File: src/sv/otpl_pkg.sv
// ----------------------------------------------------------------------------
// otpl_pkg
// shared types and constants for the optimal trade position labeler
// ----------------------------------------------------------------------------
package otpl_pkg;

   localparam int unsigned MAX_SAMPLES_DEF = 64;
   localparam int unsigned QUEUE_DEPTH     = 4;

   localparam int FEE_W    = 31;
   localparam int PRICE_W  = 32;
   localparam int VAL_W    = 48;
   localparam int SUM_W    = 50;
   localparam int CHOICE_W = 6;

   localparam logic [FEE_W-1:0] FEE_RESET = 31'd128;

   // positions
   localparam logic [1:0] POS_SHORT = 2'd0;
   localparam logic [1:0] POS_FLAT  = 2'd1;
   localparam logic [1:0] POS_LONG  = 2'd2;

   // actions, two-bit signed
   localparam logic [1:0] ACT_HOLD = 2'b00;
   localparam logic [1:0] ACT_BUY  = 2'b01;
   localparam logic [1:0] ACT_SELL = 2'b11;

   typedef struct packed {
      logic signed [PRICE_W-1:0] ask_price;
      logic signed [PRICE_W-1:0] bid_price;
      logic                      final_sample;
   } req_type;

   typedef struct packed {
      logic signed [1:0]       trade_action;
      logic signed [VAL_W-1:0] total_profit;
      logic                    final_action;
   } rsp_type;

   // one classified sample on its way to the back end
   typedef struct packed {
      logic signed [PRICE_W-1:0] ask_price;
      logic signed [PRICE_W-1:0] bid_price;
      logic [CHOICE_W-1:0]       choice;
      logic                      last;
      logic signed [VAL_W-1:0]   profit;
   } rec_type;

endpackage

File: src/sv/otpl_fifo.sv
// ----------------------------------------------------------------------------
// otpl_fifo
// short queue of classified samples between front and back end
// ----------------------------------------------------------------------------
module otpl_fifo (
   input  logic              clock,
   input  logic              reset,
   input  logic              push,
   input  otpl_pkg::rec_type push_data,
   output logic              full,
   input  logic              pop,
   output otpl_pkg::rec_type pop_data,
   output logic              pop_valid
);
   import otpl_pkg::*;

   localparam int PW = $clog2(QUEUE_DEPTH);

   rec_type        q_ff [QUEUE_DEPTH];
   logic [PW-1:0]  wp_ff, rp_ff;
   logic [PW:0]    cnt_ff, cnt_in;

   assign full      = (cnt_ff == (PW+1)'(QUEUE_DEPTH));
   assign pop_valid = (cnt_ff != '0);
   assign pop_data  = q_ff[rp_ff];

   always_comb begin
      cnt_in = cnt_ff;
      if (push && !pop) cnt_in = cnt_ff + (PW+1)'(1);
      if (pop && !push) cnt_in = cnt_ff - (PW+1)'(1);
   end

   always_ff @(posedge clock) begin
      if (push) q_ff[wp_ff] <= push_data;
   end

   always_ff @(posedge clock) begin
      if (reset) begin
         wp_ff  <= '0;
         rp_ff  <= '0;
         cnt_ff <= '0;
      end else begin
         if (push) wp_ff <= wp_ff + PW'(1);
         if (pop)  rp_ff <= rp_ff + PW'(1);
         cnt_ff <= cnt_in;
      end
   end

   a_no_overrun: assert property (@(posedge clock) disable iff (reset)
      (push && !pop) |-> !full)
      else $error("queue written while full");

   a_no_underrun: assert property (@(posedge clock) disable iff (reset)
      pop |-> pop_valid)
      else $error("queue read while empty");

endmodule

File: config.mk
export PLATFORM = sky130hd
export DESIGN_NAME = otpl_fifo
export DESIGN_NICKNAME = d
export VERILOG_FILES = /design/src/sv/otpl_pkg.sv /design/src/sv/otpl_fifo.sv
export SDC_FILE = /design/constraint.sdc
export NUM_CORES = 1
export LEC_CHECK = 0
export ABC_AREA = 1
export BUFFER_PORTS_ARGS = -buffer_cell sky130_fd_sc_hd__buf_2
export CAP_MARGIN = 0
export CORE_UTILIZATION = 40
export DETAILED_ROUTE_END_ITERATION = 10
export GPL_TIMING_DRIVEN = 1
export HOLD_SLACK_MARGIN = 0.15
export MAX_ROUTING_LAYER = met4
export PLACE_DENSITY = 0.66
export SLEW_MARGIN = 5
export SYNTH_ARGS = -nofsm -noshare
export SYNTH_HDL_FRONTEND = slang
export SYNTH_SLANG_ARGS = --single-unit
File: constraint.sdc
create_clock -name clock -period 5.25 [get_ports clock]
set_clock_uncertainty 0.15 [all_clocks]
set_input_delay 0 -clock clock [delete_from_list [all_inputs] [get_ports clock]]
set_output_delay 0 -clock clock [all_outputs]
set_load 0.05 [all_outputs]
==> results_dict.tcl <==
set metrics [dict create \
    wl_met3_mm 2.86 \
    rr_endpoint "cnt_ff[2]" \
    cts.sinks 485 \
    drtAntennaViolNets 0 \
    fp.dieH_um 215 \
    routed.top_layer "met4" \
    nFillCells 3573 \
    antenna_found_initial 1 \
    synth-seq-cells 485 \
    core_mm2 0.0444 \
    via_per_inst 5.13 \
    cts_tree "yes" \
    min_from "push" \
    finalWirelength_mm 41.5 \
    power_frac_seq 0.486 \
    synth_area_per_cell_um2 15.0 \
    finalSetupTns_ns 0 \
    hold_violations 0 \
    die_area_mm2 0.0461 \
    dp.cells 1978 \
    leakage_nw 8.38 \
    drv_slew 0 \
    grt_setup_unrepaired "no" \
    place_worst_setup_slack_ns 2.46 \
    final_layout_size_suffix_gt1_frac 0.191 \
    cts_resized 0 \
    htree_levels 2 \
    clk_path_buf_depth 3 \
    post-route-util 0.535 \
    syn_to_final_growth_pct 31.2 \
    r2r_cells 9 \
    wl_per_cell_um 17.9 \
    cp.arrival_ns 3.26 \
    min_period_ns 3.41 \
    ff2ff_setup_slack_ns 2.68 \
    pin_count 244 \
    cts_root_buf "clkbuf_16" \
    p_clk_frac 0.374 \
    end_kind "primary output" \
    grt_pass1_wl_mm 64.6 \
    design_area_mm2 0.0237 \
    crit_required_ns 5.10 \
    worstPathMaxFanout 148 \
    vdd_drop_max_v 0.000306 \
    io_buffers 243 \
    die_w_um 215 \
    worst_pin_slew_ns 0.985 \
    start_util 0.407 \
    setup_ws_ns 1.84 \
    grt_max_degree 149 \
    vias 11900 \
    insertion_delay_ns 0.56 \
    synth_fp_nets 1338 \
    slew_headroom 0.344 \
    syn-cell-area_mm2 0.0181 \
    power-per-cell-area_mw_per_mm2 388 \
    drt-met1-wl_mm 18.0 \
    yosysSeqAreaShare 0.800 \
    switchingPower_w 0.00240 \
    netlist_instances 1209 \
    dpl.hpwl_mm 21.2 \
    final_cell_count_no_fill 2317 \
    yosysUniqueCellTypes 20 \
    setup_viol 0 \
    fp-row-count 77 \
    final_cell_mix "edfxtp_1, dlygate4sd3_1, buf_2" \
    status "finished, final reports clean" \
    hold_path_end "wp_ff[0]" \
    numCtsBuffers 50 \
    layout_commonest_cell "edfxtp_1" \
    drcViolationCount 0 \
    first_global_vias 11800 \
    finalCritPeriodShare 0.649 \
    fmax_mhz 293 \
    dpl_cell_area_mm2 0.0197 \
    gr-total-overflow 0 \
    p_int_w 0.00682 \
    gp_congestion 0.764 \
    cp-start-kind "register" \
    switching_share 0.260 \
    max_cap_violations 0 \
    drt_iter0_markers 824 \
    fin_nets 1813 \
    multi_input_area_mm2 0.00303 \
    register_area_mm2 0.0145 \
    wl_met2_mm 19.9 \
    yosysWarnings 0 \
    path_clk_slew_ns 0.06 \
    hold_path.class "primary input to register" \
    pwr-share-comb 0.140 \
    dr.pass1.iters 5 \
    r2r_start "cnt_ff[1]" \
    grt_usage 0.184 \
    crit_type "register to primary output" \
    worstHoldPathCells 4 \
]
## power groups by stage
| stage | combinational (W) | sequential [W] | clock, W |
|---|---|---|---|
| final | 0.00129 | 0.00448 | 0.00345 |
| after floorplan | 0.000837 | 0.00455 | 0 |
| after global routing | 0.00137 | 0.00449 | 0.00368 |
| after CTS | 0.00129 | 0.00448 | 0.00352 |
| after global placement | 0.00113 | 0.00456 | 0 |
| after detailed placement | 0.00114 | 0.00456 | 0 |
## cells by family (layout without fill, tap and decap cells)
| kind of cell | count (synthesis) | in the layout | synth area share |
|---|---|---|---|
| AOI/OAI and AO/OA | 368 | 368 | 0.110 |
| adders and majority gates | 6 | 6 | 0.00456 |
| buffers and inverters | 96 | 611 | 0.0327 |
| DFF | 485 | 485 | 0.800 |
| other | 0 | 1 | 0 |
| and+or+nand+nor | 254 | 254 | 0.0530 |
## stage by stage
step	power [W]	hold slack, ns
after detailed placement	0.00570	0.0656
after global routing	0.00954	0.246
after global placement	0.00568	0.0619
final	0.00922	0.214
after CTS	0.00929	0.190
after floorplan	0.00539	-0.0511
## critical path, stage by stage, from the launching register on
cell and delay (ns):
dfxtp_4 0.54, inv_8 0.65, buf_4 0.62, nor2_1 0.12, o22ai_1 0.23, buf_2 0.30
## registers in the layout (all words and copies together), names as in the netlist, named ones only
register / cells
cnt_ff: 3
wp_ff: 2
q_ff: 476
rp_ff: 2
## synthesized netlist by cell type
master	instances	area share
a21oi_1	5	0.0014
buf_2	17	0.0047
buf_4	1	0.00041
buf_6	26	0.016
clkbuf_1	27	0.0056
clkbuf_2	7	0.0019
dfxtp_1	9	0.010
edfxtp_1	476	0.79
fa_1	1	0.0011
ha_1	5	0.0035
inv_1	17	0.0035
inv_4	1	0.00035
nand2_1	9	0.0019
nand3_1	2	0.00055
nand4_1	1	0.00035
nor2_1	241	0.050
nor3_1	1	0.00028
o21ai_0	142	0.039
o21ai_1	102	0.028
o22ai_1	119	0.041
## how the worst max path moves through the flow
| stage | startpoint | end | depth (start not counted) |
|---|---|---|---|
| after floorplan | wp_ff[0] | q_ff[2][0] | 4 |
| after global placement | register | pop_data[115] | 5 |
| after detailed placement | register | pop_data[41] | 5 |
| after CTS | register | pop_data[41] | 5 |
| after global routing | register | pop_data[115] | 5 |
| final | register | pop_data[102] | 5 |
## routing by layer
layer | GRT usage | up-vias
met3 | 0.0432 | 68
met2 | 0.291 | 401
met1 | 0.240 | 5870
met5 | - | -
li1 | - | 5546
met4 | 0.0450 | 0
## layout make-up
cell class                 count  area share
inverter                      18     0.00411
multi-input combinational    628       0.128
timing repair buffer         501       0.159
tap                          592      0.0312
antenna                        1    0.000105
sequential                   485       0.610
clock buffer                  63      0.0574
clock inverter                29      0.0101
## timing repair
action                                  4_1_cts  5_1_grt
hold endpoints to repair                    690        0
hold buffers                                246        0
endpoints found under the setup margin        0        0
buffers inserted                              0        0
Note: power is estimated with default switching activity, not from simulation.
